`config.mk`:
```
export PLATFORM = sky130hd
export DESIGN_NAME = addressable_led_bit_encoder_top
export DESIGN_NICKNAME = d
export VERILOG_FILES = /design/src/hw/rtl/albe_pkg.sv /design/src/hw/rtl/addressable_led_bit_encoder_top.sv
export SDC_FILE = /design/constraint.sdc
export NUM_CORES = 1
export LEC_CHECK = 0
export ABC_AREA = 1
export ABC_CLOCK_PERIOD_IN_PS = 3790
export BUFFER_PORTS_ARGS = -buffer_cell sky130_fd_sc_hd__buf_2
export CAP_MARGIN = 5
export CORE_ASPECT_RATIO = 1.4
export CORE_UTILIZATION = 56
export DETAILED_ROUTE_END_ITERATION = 10
export PLACE_DENSITY = 0.77
export SYNTH_ARGS = -nofsm -noshare
export SYNTH_HDL_FRONTEND = slang
export SYNTH_SLANG_ARGS = --single-unit
```
`constraint.sdc`:
```
create_clock -name clock -period 3.79 [get_ports clock]
set_input_delay 0.5685 -clock clock [delete_from_list [all_inputs] [get_ports clock]]
set_output_delay 0.5685 -clock clock [all_outputs]
set_load 0.1 [all_outputs]
```
`src/hw/rtl/albe_pkg.sv`:
```
// Package for the addressable LED bit encoder.
// Holds word types, register indexes, channel order codes and sequencer states.
// No dependencies.
package albe_pkg;

   // Field widths
   localparam int COLOR_W       = 8;
   localparam int PIXEL_W       = 3 * COLOR_W;
   localparam int CYCLE_W       = 20;
   localparam int BIT_COUNT_W   = 5;
   localparam int CSR_INDEX_W   = 3;
   localparam int TIMER_WIDTH_DEFAULT = 20;

   localparam logic [BIT_COUNT_W-1:0] LAST_BIT = BIT_COUNT_W'(PIXEL_W - 1);

   // Register indexes on the csr port
   typedef enum logic [CSR_INDEX_W-1:0] {
      REG_CHANNEL_ORDER      = 3'd0,
      REG_INVERTED_POLARITY  = 3'd1,
      REG_ONE_FIRST_CYCLES   = 3'd2,
      REG_ONE_SECOND_CYCLES  = 3'd3,
      REG_ZERO_FIRST_CYCLES  = 3'd4,
      REG_ZERO_SECOND_CYCLES = 3'd5,
      REG_LATCH_CYCLES       = 3'd6
   } csr_index_type;

   // Transmit channel order; the unused code sends green-red-blue
   typedef enum logic [1:0] {
      ORDER_GRB = 2'd0,
      ORDER_RGB = 2'd1,
      ORDER_RBG = 2'd2
   } channel_order_type;

   // Segment sequencer states
   typedef enum logic [1:0] {
      ST_IDLE,
      ST_BITS,
      ST_LATCH
   } enc_state_type;

   // Input word: one pixel
   typedef struct packed {
      logic [COLOR_W-1:0] red;
      logic [COLOR_W-1:0] green;
      logic [COLOR_W-1:0] blue;
      logic               frame_end;
   } req_word_type;

   // Output word: one line segment
   typedef struct packed {
      logic               line_level;
      logic [CYCLE_W-1:0] segment_cycles;
      logic               is_latch;
      logic               run_last;
   } rsp_word_type;

endpackage

```
`src/hw/rtl/addressable_led_bit_encoder_top.sv`:
```
// Addressable LED bit encoder, top level.
// Turns pixels into one-wire line segments (level plus hold time).
// Depends on albe_pkg.
//
//   channel | ports                                   | word
//   --------+-----------------------------------------+----------------------
//   req     | req_valid, req_ready, req_data          | req_word_type (pixel)
//   rsp     | rsp_valid, rsp_ready, rsp_data          | rsp_word_type (segment)
//   csr     | csr_we, csr_index, csr_wdata            | 20-bit register value
//
// One segment leaves per cycle from the color shift register unless rsp stalls,
// one bit shifted every two segments: a pixel makes 48 segments, 49 with a latch.
// The next pixel is taken in the cycle its predecessor's final segment is made.
// Synchronous reset clears the sequencer and loads the default timings.
// A stalled rsp holds the output register and freezes the shift register.
module addressable_led_bit_encoder_top
   import albe_pkg::*;
#(
   parameter int TIMER_WIDTH = TIMER_WIDTH_DEFAULT
) (
   input  logic                   clock,
   input  logic                   reset,
   input  logic                   req_valid,
   output logic                   req_ready,
   input  req_word_type           req_data,
   output logic                   rsp_valid,
   input  logic                   rsp_ready,
   output rsp_word_type           rsp_data,
   input  logic                   csr_we,
   input  logic [CSR_INDEX_W-1:0] csr_index,
   input  logic [CYCLE_W-1:0]     csr_wdata
);

   // Timer bits kept per timing register
   localparam int HOLD_W = (TIMER_WIDTH < CYCLE_W) ? TIMER_WIDTH : CYCLE_W;

   // Configuration registers
   logic [1:0]        channel_order_ff;
   logic              inverted_polarity_ff;
   logic [HOLD_W-1:0] one_first_ff;
   logic [HOLD_W-1:0] one_second_ff;
   logic [HOLD_W-1:0] zero_first_ff;
   logic [HOLD_W-1:0] zero_second_ff;
   logic [HOLD_W-1:0] latch_ff;

   // Sequencer and shift state
   enc_state_type          state_ff, state_in;
   logic [PIXEL_W-1:0]     color_shift_ff, color_shift_in;
   logic [BIT_COUNT_W-1:0] bit_count_ff, bit_count_in;
   logic                   second_phase_ff, second_phase_in;
   logic                   latch_pending_ff, latch_pending_in;
   logic                   rsp_valid_ff, rsp_valid_in;
   rsp_word_type           rsp_data_ff;

   logic               req_fire;
   logic               seg_fire;
   logic               seg_active;
   rsp_word_type       seg_word;
   logic [HOLD_W-1:0]  seg_time;
   logic [PIXEL_W-1:0] packed_color;

   // Write configuration registers
   always_ff @(posedge clock) begin
      if (reset) begin
         channel_order_ff     <= ORDER_GRB;
         inverted_polarity_ff <= 1'b0;
         one_first_ff         <= HOLD_W'(70);
         one_second_ff        <= HOLD_W'(60);
         zero_first_ff        <= HOLD_W'(35);
         zero_second_ff       <= HOLD_W'(80);
         latch_ff             <= HOLD_W'(5000);
      end else if (csr_we) begin
         case (csr_index)
            REG_CHANNEL_ORDER:      channel_order_ff     <= csr_wdata[1:0];
            REG_INVERTED_POLARITY:  inverted_polarity_ff <= csr_wdata[0];
            REG_ONE_FIRST_CYCLES:   one_first_ff         <= csr_wdata[HOLD_W-1:0];
            REG_ONE_SECOND_CYCLES:  one_second_ff        <= csr_wdata[HOLD_W-1:0];
            REG_ZERO_FIRST_CYCLES:  zero_first_ff        <= csr_wdata[HOLD_W-1:0];
            REG_ZERO_SECOND_CYCLES: zero_second_ff       <= csr_wdata[HOLD_W-1:0];
            REG_LATCH_CYCLES:       latch_ff             <= csr_wdata[HOLD_W-1:0];
            default: ;
         endcase
      end
   end

   // Pack the pixel in transmit order
   always_comb begin
      case (channel_order_ff)
         ORDER_RGB: packed_color = {req_data.red, req_data.green, req_data.blue};
         ORDER_RBG: packed_color = {req_data.red, req_data.blue, req_data.green};
         default:   packed_color = {req_data.green, req_data.red, req_data.blue};
      endcase
   end

   // Build the segment for the current state
   always_comb begin
      seg_active = 1'b0;
      seg_time   = latch_ff;
      seg_word   = '0;
      unique case (state_ff)
         ST_IDLE: begin
            seg_active = 1'b0;
         end
         ST_BITS: begin
            seg_active = 1'b1;
            if (!second_phase_ff) begin
               seg_time = color_shift_ff[PIXEL_W-1] ? one_first_ff : zero_first_ff;
               seg_word.line_level = ~inverted_polarity_ff;
            end else begin
               seg_time = color_shift_ff[PIXEL_W-1] ? one_second_ff : zero_second_ff;
               seg_word.line_level = inverted_polarity_ff;
               seg_word.run_last   = (bit_count_ff == LAST_BIT) && !latch_pending_ff;
            end
         end
         ST_LATCH: begin
            seg_active          = 1'b1;
            seg_time            = latch_ff;
            seg_word.line_level = inverted_polarity_ff;
            seg_word.is_latch   = 1'b1;
            seg_word.run_last   = 1'b1;
         end
         default: begin
            seg_active = 1'b0;
         end
      endcase
      // A zero hold time goes out as one cycle
      seg_word.segment_cycles = (seg_time == '0) ? CYCLE_W'(1) : CYCLE_W'(seg_time);
   end

   // Handshakes: make a segment when the output register frees up
   assign seg_fire  = seg_active && (!rsp_valid_ff || rsp_ready);
   assign req_ready = (state_ff == ST_IDLE) || (seg_fire && seg_word.run_last);
   assign req_fire  = req_valid && req_ready;

   // Next state
   always_comb begin
      state_in = state_ff;
      unique case (state_ff)
         ST_IDLE: begin
            if (req_fire) state_in = ST_BITS;
         end
         ST_BITS: begin
            if (seg_fire && second_phase_ff && bit_count_ff == LAST_BIT) begin
               if (latch_pending_ff) state_in = ST_LATCH;
               else if (req_fire)    state_in = ST_BITS;
               else                  state_in = ST_IDLE;
            end
         end
         ST_LATCH: begin
            if (seg_fire) state_in = req_fire ? ST_BITS : ST_IDLE;
         end
         default: state_in = ST_IDLE;
      endcase
   end

   // Advance the shift register, bit count and phase
   always_comb begin
      color_shift_in   = color_shift_ff;
      bit_count_in     = bit_count_ff;
      second_phase_in  = second_phase_ff;
      latch_pending_in = latch_pending_ff;
      if (req_fire) begin
         color_shift_in   = packed_color;
         bit_count_in     = '0;
         second_phase_in  = 1'b0;
         latch_pending_in = req_data.frame_end;
      end else if (seg_fire && state_ff == ST_BITS) begin
         second_phase_in = ~second_phase_ff;
         if (second_phase_ff) begin
            color_shift_in = {color_shift_ff[PIXEL_W-2:0], 1'b0};
            bit_count_in   = bit_count_ff + 1'b1;
         end
      end else if (seg_fire && state_ff == ST_LATCH) begin
         latch_pending_in = 1'b0;
      end
   end

   // Hold a segment until taken
   always_comb begin
      if (seg_fire)       rsp_valid_in = 1'b1;
      else if (rsp_ready) rsp_valid_in = 1'b0;
      else                rsp_valid_in = rsp_valid_ff;
   end

   // Control registers
   always_ff @(posedge clock) begin
      if (reset) begin
         state_ff         <= ST_IDLE;
         bit_count_ff     <= '0;
         second_phase_ff  <= 1'b0;
         latch_pending_ff <= 1'b0;
         rsp_valid_ff     <= 1'b0;
      end else begin
         state_ff         <= state_in;
         bit_count_ff     <= bit_count_in;
         second_phase_ff  <= second_phase_in;
         latch_pending_ff <= latch_pending_in;
         rsp_valid_ff     <= rsp_valid_in;
      end
   end

   // Payload registers
   always_ff @(posedge clock) begin
      color_shift_ff <= color_shift_in;
      if (seg_fire) rsp_data_ff <= seg_word;
   end

   assign rsp_valid = rsp_valid_ff;
   assign rsp_data  = rsp_data_ff;

endmodule

```
==> impl.org, run 1 <==
** Placed design
- The HPWL after detailed placement is 11.5 mm.
- After detailed placement, the total cell area comes to roughly 7600 sq um.
- Port buffering added 77 buffers.
- Routability-driven placement finished with a final weighted congestion of 0.872.

** Timing
- Actual transition at the worst max-transition pin :: between 1 and 1.5 ns
- Setup repair after global routing missed its margin :: no
- Of the available clock period, the critical path in the final layout requires 0.807.
- Total count of max-transition violations in the final report :: 0
- Final Hold Vio Count :: 0
- Tightest slew margin relative to the limit :: 0.289
- For the final database, setup skew stands at 0.00741 ns.
- For the finished layout, the period the worst path requires is between 3 and 4 ns.
- Timing would allow up to between 300 and 400 MHz.
- Final setup fails :: 0
- Setup TNS :: 0 ns

** Floorplan
- I/O pin total :: 78
- Die span in x :: 98.0 microns
- Effective utilization at floorplan :: 0.582
- Area enclosed by the die boundary :: 13400 sq um
- Total core area :: 12400 sq um
- Die Span Y :: 136 microns
- Standard-cell rows :: 48

** Cells and area
- In the final design database the tool counted 1052 nets.
- Total of fill cells in the finished design :: between 1000 and 1500
- The number of antenna diodes in the final layout is 0.
- Proportion of layout cells with a drive suffix above 1 :: 0.132
- Layout overhead on the synthesized area :: 14.2%
- Post-route standard cell area excluding fillers :: 8250 sq um

** Drt
- Starting DRT DRC Count :: 539
- Number of routed nets with antenna violations :: 0
- Average wire per cell in the routed design :: around 15 microns
- The detailed router placed 6384 vias in this run.
- Using the TritonRoute via totals, the vias-per-cell ratio works out to 5.53.
- First-pass iteration count of the detailed router :: 9
- Total length of routed wires :: 17.9 mm
- After detailed routing, the number of remaining DRC violations is 7.

** Yosys
- Dominant synthesized flop cell :: sky130_fd_sc_hd__dfxtp_1
- Ranked by instance count, the synthesized netlist is headed by 193 x sky130_fd_sc_hd__nand2_1, 143 x sky130_fd_sc_hd__nor2_1, 113 x sky130_fd_sc_hd__dfxtp_1, 111 x sky130_fd_sc_hd__o21ai_0, 92 x sky130_fd_sc_hd__inv_1.
- For this run, the register share of the synthesized area comes to 0.508.
- Most instantiated library cell after synthesis :: sky130_fd_sc_hd__nand2_1
- Number of distinct library cell variants in the gate-level netlist after synthesis :: 35
- Each instance of the synthesized netlist takes up on average a little under 8 sq um.
- In this run, synthesis inferred between 40 and 50 flip-flops with an integrated enable.
- Number of nets in the synthesized netlist :: 999
- For this run, the number of Yosys warnings is 0.
- By area the synthesized netlist is led by sky130_fd_sc_hd__dfxtp_1 31%, sky130_fd_sc_hd__edfxtp_1 20%, sky130_fd_sc_hd__nand2_1 10%.
- The synthesized netlist occupies a cell area of 7230 sq um.
- Counting every instance in the synthesized netlist gives about 940.
- Share of the synthesized area in the top cell type :: 0.313
- Summed over all instances, the cell type with the most area after synthesis is sky130_fd_sc_hd__dfxtp_1.
- FFs w/ async S/R, synth :: 0
- After synthesis the netlist holds a flip-flop and latch count of 160.

** Global routing
- Entering global routing, the biggest net connects 65 pins.
- Summed over all layers, the global routing overflow is 0.
- Vias in the first global route :: 5873
- For this run, the total global-route usage over all layers was measured as 0.277.
- Wire length of the first global-routing pass :: around 29 mm
- Initial antenna violation count :: 0

** Clocking
- After clock tree synthesis, the flow added hold-fix buffers numbering 0.
- The root buffer cell chosen for the clock tree is sky130_fd_sc_hd__clkbuf_16.
- TritonCTS built the clock tree.
- Number of H-tree branching levels :: 4
- Number of post-CTS setup repair buffers :: 0
- CTS clk-pin slew, worst paths :: roughly 0.06 ns
- Maximum clock path buffer count :: 2
- TritonCTS Buffers :: 17
- Once the clock tree was built, the resizer swapped 0 gates to a different size.
- The clock drives 160 sinks.
- Clock network latency to the later pin of the worst-skew pair :: roughly 0.43 ns

** Outcome
- Status :: finished, violations left
- Failing checks :: DRC

** Power
- Power per cell area :: 678 nW/um^2
- Summed over all cells, the static leakage comes to 3.65 nW.
- Across the VDD grid, the largest voltage drop is 0.000343 V.

** Critical path
- Required time of the worst setup path :: about 3.2 ns
- Sort of element at the start of the critical path :: flop
- Arrival time of the worst setup path :: roughly 2.5 ns
- The critical path is of the reg2out type.
- Along the worst path, the maximum fanout reaches 19.
- STA classifies the critical path endpoint as an output port.

** Hold path
- The worst hold path belongs to the class in2reg.

** Run
- Number of maximum-capacitance constraint violations :: 0
==> power by group <==
part / total, mW / internal (mW) / switching [mW]
Sequential: 2.12 / 2.04 / 0.0759
Combinational: 1.61 / 0.324 / 1.29
Clock: 1.87 / 1.17 / 0.699
==> cell type report <==
cell class / count / area [sq um] / area share
repair buffers: 87 / 460 / 0.0558
multi-input cells: 630 / 2930 / 0.354
flip-flops and latches: 160 / 3670 / 0.445
clock inverters: 14 / 213 / 0.0258
well taps: 150 / 188 / 0.0227
clock buffers: 18 / 429 / 0.0520
inverters: 96 / 365 / 0.0443
==> stage by stage <==
step | setup slack [ns] | total power, mW | instances | utilization | hold slack [ns]
CTS | 0.745 | 5.61 | 1155 | 0.664 | 0.415
floorplan | 0.632 | 3.42 | 939 | - | 0.424
global placement | 1.24 | 3.74 | 1123 | 0.612 | 0.434
finish | 0.730 | 5.60 | 1155 | 0.664 | 0.413
global route | 0.576 | 5.81 | 1155 | 0.664 | 0.438
detailed placement | 1.17 | 3.76 | 1123 | 0.612 | 0.443
==> final timing paths <==
kind	startpoint	to	slack [ns]	depth (start not counted)
max	state_ff[1]	req_ready	0.73	9
min	rsp_ready	rsp_valid	0.41	4
max reg2reg	state_ff[1]	color_shift_ff[7]	1.16	11
min reg2reg	latch_ff[13]	latch_ff[13]	0.45	2
==> per-layer routing <==
layer  routed length [microns]  share of wire  global-route usage
met5                         0              0                   0
met4                       787          0.044               0.152
met3                       971          0.054              0.0535
met2                      8910           0.50               0.482
met1                      7240           0.40               0.322
==> cell usage in the layout, fill, tap and decap left out, types with 7 or more instances in the layout <==
cell	count
sky130_fd_sc_hd__a21oi_1	61
sky130_fd_sc_hd__a31oi_1	12
sky130_fd_sc_hd__buf_2	77
sky130_fd_sc_hd__buf_4	10
sky130_fd_sc_hd__clkbuf_16	17
sky130_fd_sc_hd__dfxtp_1	113
sky130_fd_sc_hd__edfxtp_1	47
sky130_fd_sc_hd__ha_1	7
sky130_fd_sc_hd__inv_1	91
sky130_fd_sc_hd__nand2_1	193
sky130_fd_sc_hd__nand3_1	50
sky130_fd_sc_hd__nor2_1	143
sky130_fd_sc_hd__o211ai_1	15
sky130_fd_sc_hd__o21ai_0	111
==> registers in the layout (all words and copies together) (netlist names), 5 cells and up <==
name and count:
bit_count_ff 5, color_shift_ff 24, latch_ff 20, one_first_ff 20
one_second_ff 20, rsp_data 23, zero_first_ff 20, zero_second_ff 20
==> critical path, cell delays in order, from the launching register on <==
cell and delay (ns):
sky130_fd_sc_hd__dfxtp_1 0.33, sky130_fd_sc_hd__inv_1 0.08, sky130_fd_sc_hd__ha_1 0.64, sky130_fd_sc_hd__nand2_1 0.16, sky130_fd_sc_hd__nor2_1 0.12, sky130_fd_sc_hd__nand2_1 0.07, sky130_fd_sc_hd__nand2_1 0.07, sky130_fd_sc_hd__nand3_2 0.08
sky130_fd_sc_hd__nand2_4 0.08, sky130_fd_sc_hd__buf_2 0.42
==> kinds of logic (layout without fill, tap and decap cells) <==
| kind of cell | after synthesis | count (layout) | share of synthesized area |
|---|---|---|---|
| AND/OR/NAND/NOR | 408 | 408 | 0.232 |
| AO/OA/AOI/OAI | 215 | 215 | 0.161 |
| flip-flops | 160 | 160 | 0.508 |
| adder cells (fa/ha/maj) | 7 | 7 | 0.0121 |
| buffers and inverters | 149 | 215 | 0.0874 |
Power figures use the tool's default switching activity.
==> run 2: changes to the inputs <==
- ABC_AREA: 1 -> 0
- ABC_CLOCK_PERIOD_IN_PS: 3790 -> 2500
- CORE_UTILIZATION: 56 -> 53
- PLACE_DENSITY: 0.77 -> 0.76
- clock period: 3.79 -> 2.5 ns (I/O delays scaled with it)
==> impl.org, run 2 <==
** Drt
- Once detail routing completed, the nets flagged for antenna violations numbered 0.
- The highest layer touched by signal routing is met4.
- DRC Markers :: 0
- Wire length on met2 :: 9.53 mm
- After detailed routing, the met3 layer carries 1.29 mm of wire.
- Before antenna repair, the detailed router went through 5 iterations.
- In the routed layout, each cell is associated on average with a via count of 5.84.
- In this run, the number of DRC markers left after iteration 0 of detailed routing was ~500.
- Total routed wire length on the met1 layer :: slightly above 7 mm
- Summing over every cut layer, the via total after detailed routing is 6068.
- Total length of routed wires :: approximately 18 mm
- Dividing the detail-routed wire length by the instance count gives 17.7 microns.

** Timing
- Across the routed clock network, the largest skew measured is roughly 0.011 ns.
- Actual transition at the worst max-transition pin :: about 1.1 ns
- After routing, the total negative slack on setup checks comes to 0 ns.
- Final Hold Vio Count :: 0
- Final-layout worst hold slack :: 0.203 ns
- F_max :: 416 MHz
- Final min period :: 2.40 ns
- Final setup fails :: 0
- Total count of max-transition violations in the final report :: 0
- Period utilization :: 0.962
- Headroom to the max-slew limit came out at 0.234.

** Critical path
- Kind of cell with the highest combined delay on the critical path :: simple AND/OR/NAND/NOR gates
- The signal on the critical path passes through ha_1 > and4b_1 > a41oi_2 > nor2_2 > or2_2 > buf_12.
- The startpoint identified for the worst register-to-register timing path is state_ff[1].
- Sort of element at the start of the critical path :: flop
- Arrival time of the worst setup path :: 2.03 ns
- Cell type of the slowest stage on the worst timing path :: sky130_fd_sc_hd__dfxtp_1
- In this run the worst path has a maximum fanout of 4.
- Worst setup path startpoint :: bit_count_ff[0]
- Together, buffers and inverters on the worst path number 1.
- STA puts the critical path data required time at 2.12 ns.
- In this design, the stage delay of the slowest critical-path cell is 0.34 ns.
- The critical path in this run is classified as reg2out.
- Crit. End Element :: output port

** Floorplan
- The floorplan step set the die height to 139 microns.
- Die span in x :: 99.6 microns
- Total core area :: approximately 13000 sq um
- Area enclosed by the die boundary :: 13800 sq um
- Pin placement for this block handled 78 I/O pins.
- The initial utilization of the core area, before any placement, comes to 0.546.
- Standard-cell rows :: 49

** Power
- For this design the total switching power over the nets is 2.22 mW.
- Power per cell area :: 853 nW/um^2
- The worst-case IR drop observed on VDD is 0.000446 V.
- The internal power of the cells totals about 4.8 mW.
- Summed over all cells, the static leakage comes to 3.08 nW.
- Overall power :: around 7.1 mW
- Sequential share of power :: 0.427
- Fraction of power spent switching nets :: 0.314
- Of the total power, the clock network draws 0.357.
- Combinational share of power :: 0.216

** Yosys
- The share of synthesized area in the top cell type comes to 0.320.
- Synth Register Bits :: 160
- The commonest cells after synthesis are 218 x sky130_fd_sc_hd__nand2_1, 113 x sky130_fd_sc_hd__dfxtp_1, 100 x sky130_fd_sc_hd__a21oi_1, 62 x sky130_fd_sc_hd__nor2_1, 47 x sky130_fd_sc_hd__edfxtp_1.
- Of all cell types, the one taking the most synthesized area is sky130_fd_sc_hd__dfxtp_1.
- For this run, the register share of the synthesized area comes to 0.520.
- Counting flops with a built-in enable in the synthesized netlist gives 47.
- Synthesized area per cell :: 9.00 sq um
- After synthesis, the cell types taking the most area are sky130_fd_sc_hd__dfxtp_1 32%, sky130_fd_sc_hd__edfxtp_1 20%, sky130_fd_sc_hd__nand2_1 12%.
- Yosys printed 0 warnings.
- The cell count after synthesis came out at ~790.
- In the synthesized netlist the dominant register cell turns out to be sky130_fd_sc_hd__dfxtp_1.
- Counting flops with an async set or reset pin after synthesis yields a share of 0.
- Number of nets in the synthesized netlist :: between 800 and 900
- Most instantiated library cell after synthesis :: sky130_fd_sc_hd__nand2_1
- The synthesized netlist occupies a cell area of 7070 sq um.
- Number of distinct library cell variants in the gate-level netlist after synthesis :: 49

** Clocking
- TritonCTS Buffers :: 17
- Maximum clock path buffer count :: 2
- After clock tree synthesis, the clock-pin slew on the worst setup and hold paths is ~0.060 ns.
- CTS tree :: built
- Number of post-CTS setup repair buffers :: 0
- Clock network latency to the later pin of the worst-skew pair :: 0.42 ns
- In this run the clock root is driven by a sky130_fd_sc_hd__clkbuf_16.
- Number of H-tree branching levels :: 4
- Num Clock Sinks :: between 150 and 200

** Global routing
- Entering global routing, the biggest net connects 38 pins.
- In the global route stage, overall resource usage came out at 0.275.
- The number of global-route vias before repair came to 6019.
- Aggregate global routing overflow :: 0
- Wire length of the first global-routing pass :: ~30 mm
- Initial antenna violation count :: 0

** Hold path
- The worst hold path belongs to the class in2reg.
- The worst hold path begins at req_data[0].

** Cells and area
- The register with the most flip-flops in the final layout is color_shift_ff.
- Commonest non-fill, non-tap cell in the layout :: sky130_fd_sc_hd__nand2_1
- Most frequent cells in the layout :: 218 x sky130_fd_sc_hd__nand2_1, 112 x sky130_fd_sc_hd__dfxtp_1, 100 x sky130_fd_sc_hd__a21oi_1
- Post-layout net count :: approximately 900
- Number of flip-flops in the largest register :: 24
- Proportion of layout cells with a drive suffix above 1 :: 0.185
- Antenna diode instance count :: 0
- Compared with the post-synthesis result, the final layout area differs by 17.2%.

** Placed design
- HPWL after DPL :: between 10 and 15 mm
- In this run the tool buffered the top-level ports with 77 buffer cells.
- Weighted congestion reported at the end of routability-driven placement :: between 0.8 and 0.9

** Run
- Across the run, the number of max-cap violations was 0.

** Outcome
- The run finished with clean final reports.
==> run 2: cell types whose count changed after synthesis, moves of 18 or more <==
cell	delta
sky130_fd_sc_hd__a21oi_1	+39
sky130_fd_sc_hd__nor2_1	-81
sky130_fd_sc_hd__o21ai_0	-97
sky130_fd_sc_hd__nand3_1	-47
sky130_fd_sc_hd__inv_1	-82
sky130_fd_sc_hd__mux2i_1	+23
sky130_fd_sc_hd__nand2_1	+25
sky130_fd_sc_hd__nand3b_1	+18
==> run 2: layout make-up <==
class | count | area [sq um]
Clock buffer | 21 | 460
Clock inverter | 11 | 111
Fill cell | 1029 | 4650
Inverter | 10 | 37.5
Multi-Input combinational cell | 560 | 3160
Sequential cell | 160 | 3670
Tap cell | 178 | 223
Timing Repair Buffer | 99 | 616
==> run 2: layer usage <==
layer | track usage | up-vias
met5 | 0 | -
met1 | 0.330 | 2885
met2 | 0.482 | 291
li1 | - | 2848
met3 | 0.0469 | 44
met4 | 0.119 | 0
==> run 2: through the flow <==
stage | instance area (sq um) | utilization | instances | setup slack [ns]
CTS | 8270 | 0.639 | 1039 | 0.0154
floorplan | 7070 | - | 785 | 0.139
global placement | 7700 | 0.595 | 1007 | 0.314
finish | 8290 | 0.641 | 1039 | 0.0961
global route | 8290 | 0.641 | 1039 | -0.00793
detailed placement | 7700 | 0.595 | 1007 | 0.189
==> run 2: final timing paths <==
path,to,slack (ns),cells past startpoint
hold reg to reg,latch_ff[0],0.46,2
setup reg to reg,rsp_data[2],0.11,9
setup / recovery,req_ready,0.1,6
hold / removal,latch_pending_ff,0.20,3
==> run 2: cell families (layout without fill, tap and decap cells) <==
kind of cell               after synthesis  after routing  share of synthesized area
buffers and inverters                   65            141                     0.0366
muxes                                   44             44                     0.0836
adders and majority gates                7              7                     0.0124
and+or+nand+nor                        346            346                      0.209
AOI/OAI and AO/OA                      158            158                      0.132
xor gates and xnor gates                 5              5                    0.00620
DFF                                    160            160                      0.520
==> run 2: worst register-to-register path, delay by kind of cell, from the launching register on <==
| kind | cells | cell delay (ns) |
|---|---|---|
| flops | 1 | 0.37 |
| buf+inv | 2 | 0.31 |
| compound gates | 3 | 0.62 |
| fa+ha+maj | 1 | 0.27 |
| simple gates | 3 | 0.67 |
==> run 2: power groups by stage <==
| stage | clock [mW] | sequential, mW | combinational [mW] |
|---|---|---|---|
| after CTS | 2.54 | 3.02 | 1.52 |
| after detailed placement | 0 | 3.07 | 1.52 |
| after floorplan | 0 | 3.56 | 0.626 |
| after global placement | 0 | 3.06 | 1.49 |
| after global routing | 2.65 | 3.03 | 1.61 |
| final | 2.52 | 3.01 | 1.53 |
==> run 2: what timing repair did <==
action                     CTS  global route
setup endpoints to repair    0             1
hold buffers                 0             0
gates resized for setup      0             3
==> run 3: changes to the inputs <==
- PLACE_DENSITY: 0.76 -> default
- PLACE_DENSITY_LB_ADDON: default -> 0.08
==> impl.org, run 3 (synthesis gave the netlist of run 2 again) <==
** Timing
- The number of pins exceeding their max-slew limit in the final report is 0.
- Based on the critical path, the design can be clocked at up to around 410 MHz.
- In this run the tightest slew margin relative to its limit is 0.384.
- Final Hold Vio Count :: 0
- For the final database, setup skew stands at 0.0122 ns.
- Setup violations remaining at the end of the flow were counted as 0.
- Actual transition at the worst max-transition pin :: between 0.9 and 1 ns
- Across all hold checks on the routed design, the worst slack comes to between 0.15 and 0.2 ns.
- Period utilization :: 0.985
- Final min period :: between 2 and 2.5 ns

** Drt
- DR vias :: 5924
- Starting DRT DRC Count :: 380
- Average wire per cell in the routed design :: 17.1 microns
- For this run, design rule violations remaining after detail routing come to 0.
- The detail route stage leaves a number of antenna-violating nets equal to 0.
- After detailed routing, the total wire length is 17.8 mm.
- Vias/cell :: 5.69
- For this run, the detailed router's first-pass iteration total came to 5.

** Placed design
- The count of buffers added on input and output ports is 77.
- Cell total after placement :: just over 1000
- Post-DP Area :: 7700 sq um
- Routability-driven placement finished with a final weighted congestion of between 0.8 and 0.9.
- The wire-length estimate of the detail-placed layout is between 10 and 15 mm.

** Cells and area
- After routing the design area is 8300 sq um.
- Largest reg by FF count :: color_shift_ff
- Post-layout net count :: 910
- Of the cells placed in the final design, the portion with a size suffix greater than 1 is 0.191.
- From synthesis to final layout, the design area changed by 17.5%.
- Number of flip-flops in the largest register :: 24
- Leaving out fill and tap cells, the most frequent cell in the layout is sky130_fd_sc_hd__nand2_1.
- Antenna diode instance count :: 0
- Number of cells in the finished layout apart from fillers :: between 1000 and 1500
- Measured on the finished design, the core utilization comes to 0.642.
- The top cell types in the final layout, fill and taps aside, are 218 x sky130_fd_sc_hd__nand2_1, 112 x sky130_fd_sc_hd__dfxtp_1, 100 x sky130_fd_sc_hd__a21oi_1.

** Clocking
- TritonCTS Buffers :: 17
- For the worst-skew pair, the clock arrives at the later sink with an insertion delay of 0.44 ns.
- Number of H-tree branching levels :: 4
- After clock tree synthesis, the clock-pin slew on the worst setup and hold paths is 0.06 ns.
- Clock tree synthesis selected as its root buffer the cell sky130_fd_sc_hd__clkbuf_16.
- The tree built by TritonCTS fans out to 160 sinks.
- Number of post-CTS setup repair buffers :: 0
- CTS tree :: built
- Maximum clock path buffer count :: 2

** Critical path
- Walking the worst path, the cells encountered are ha_1 > and4b_1 > a41oi_2 > nor2_2 > or2_2 > buf_12.
- Critical Path Fanout Max :: 4
- Arrival time of the worst setup path :: between 2 and 2.5 ns
- Setup Crit Path Kind :: reg2out
- Longest individual stage delay on the worst path :: 0.34 ns
- Cell type of the slowest stage on the worst timing path :: sky130_fd_sc_hd__dfxtp_1
- STA puts the critical path data required time at 2.12 ns.
- Sort of element at the start of the critical path :: flop
- STA classifies the critical path endpoint as an output port.

** Floorplan
- Effective utilization at floorplan :: 0.546
- The floorplan has 49 rows.
- The floorplan step defined a die boundary enclosing 13800 sq um.
- Total core area :: between 10000 and 15000 sq um
- During I/O placement, the number of pins put on the boundary was 78.
- From left edge to right edge, the die measures 99.6 microns.
- Die Span Y :: 139 microns

** Global routing
- The number of global-route vias before repair was 5678.
- Aggregate global routing overflow :: 0
- Pin count of the biggest net entering global routing :: approximately 110
- The initial antenna violation count came to 0.
- Global router's overall resource usage :: 0.272
- Wire length of the first global-routing pass :: 28.7 mm

** Power
- IR analysis of the VDD net gives a maximum drop of 0.000509 V.
- The completed layout was analyzed and its total power is 7.09 mW.
- Static leakage :: 3.10 nW
- Power per cell area :: 853 nW/um^2

** Run
- Number of maximum-capacitance constraint violations :: 0

** Outcome
- The flow ran to the end, and the final reports show no timing, DRC or antenna violations.

** Hold path
- In this run the worst hold path is classified as in2reg.
-- run 3: through the flow --
stage | setup WS [ns] | setup TNS, ns
after CTS | 0.0555 | 0
after floorplan | 0.139 | 0
after detailed placement | 0.273 | 0
after global routing | -0.0138 | -0.0138
after global placement | 0.313 | 0
final | 0.0381 | 0
-- run 3: critical path, delay by kind of cell, from the launching register on --
family | cells | cell delay (ns)
adders and majority gates | 1 | 0.23
buffers and inverters | 1 | 0.18
AOI/OAI and AO/OA | 1 | 0.27
and+or+nand+nor | 3 | 0.64
DFF | 1 | 0.34
-- run 3: final timing paths --
| check | startpoint | end | slack (ns) | depth (start not counted) |
|---|---|---|---|---|
| hold reg to reg | latch_ff[18] | latch_ff[18] | 0.46 | 2 |
| setup / recovery | bit_count_ff[0] | req_ready | 0.04 | 6 |
| hold / removal | req_data[0] | latch_pending_ff | 0.19 | 3 |
| setup reg to reg | second_phase_ff | rsp_data[2] | 0.22 | 6 |
-- run 3: power breakdown --
group / switching, mW / internal [mW]
Combinational: 1.11 / 0.412
Sequential: 0.0792 / 2.93
Clock: 1.09 / 1.46
-- run 3: layer usage --
layer	vias up	wire (microns)	track usage
met4	0	457	0.111
met5	-	0	0
met1	2821	7290	0.335
li1	2854	-	-
met3	33	1080	0.0590
met2	216	8940	0.459
-- run 3: area by class of cell --
type / instances / area [sq um]
clock buffer: 20 / 500
clock inverter: 12 / 90.1
fill: 1100 / 4630
inverter: 10 / 37.5
multi-input combinational: 560 / 3160
sequential: 160 / 3670
tap: 178 / 223
timing repair buffer: 101 / 618
-- run 3: what timing repair did --
| action | CTS | global route |
|---|---|---|
| setup endpoints to repair | 1 | 1 |
| hold buffers | 0 | 0 |
| pin swaps | 0 | 0 |
| gates resized for setup | 1 | 2 |
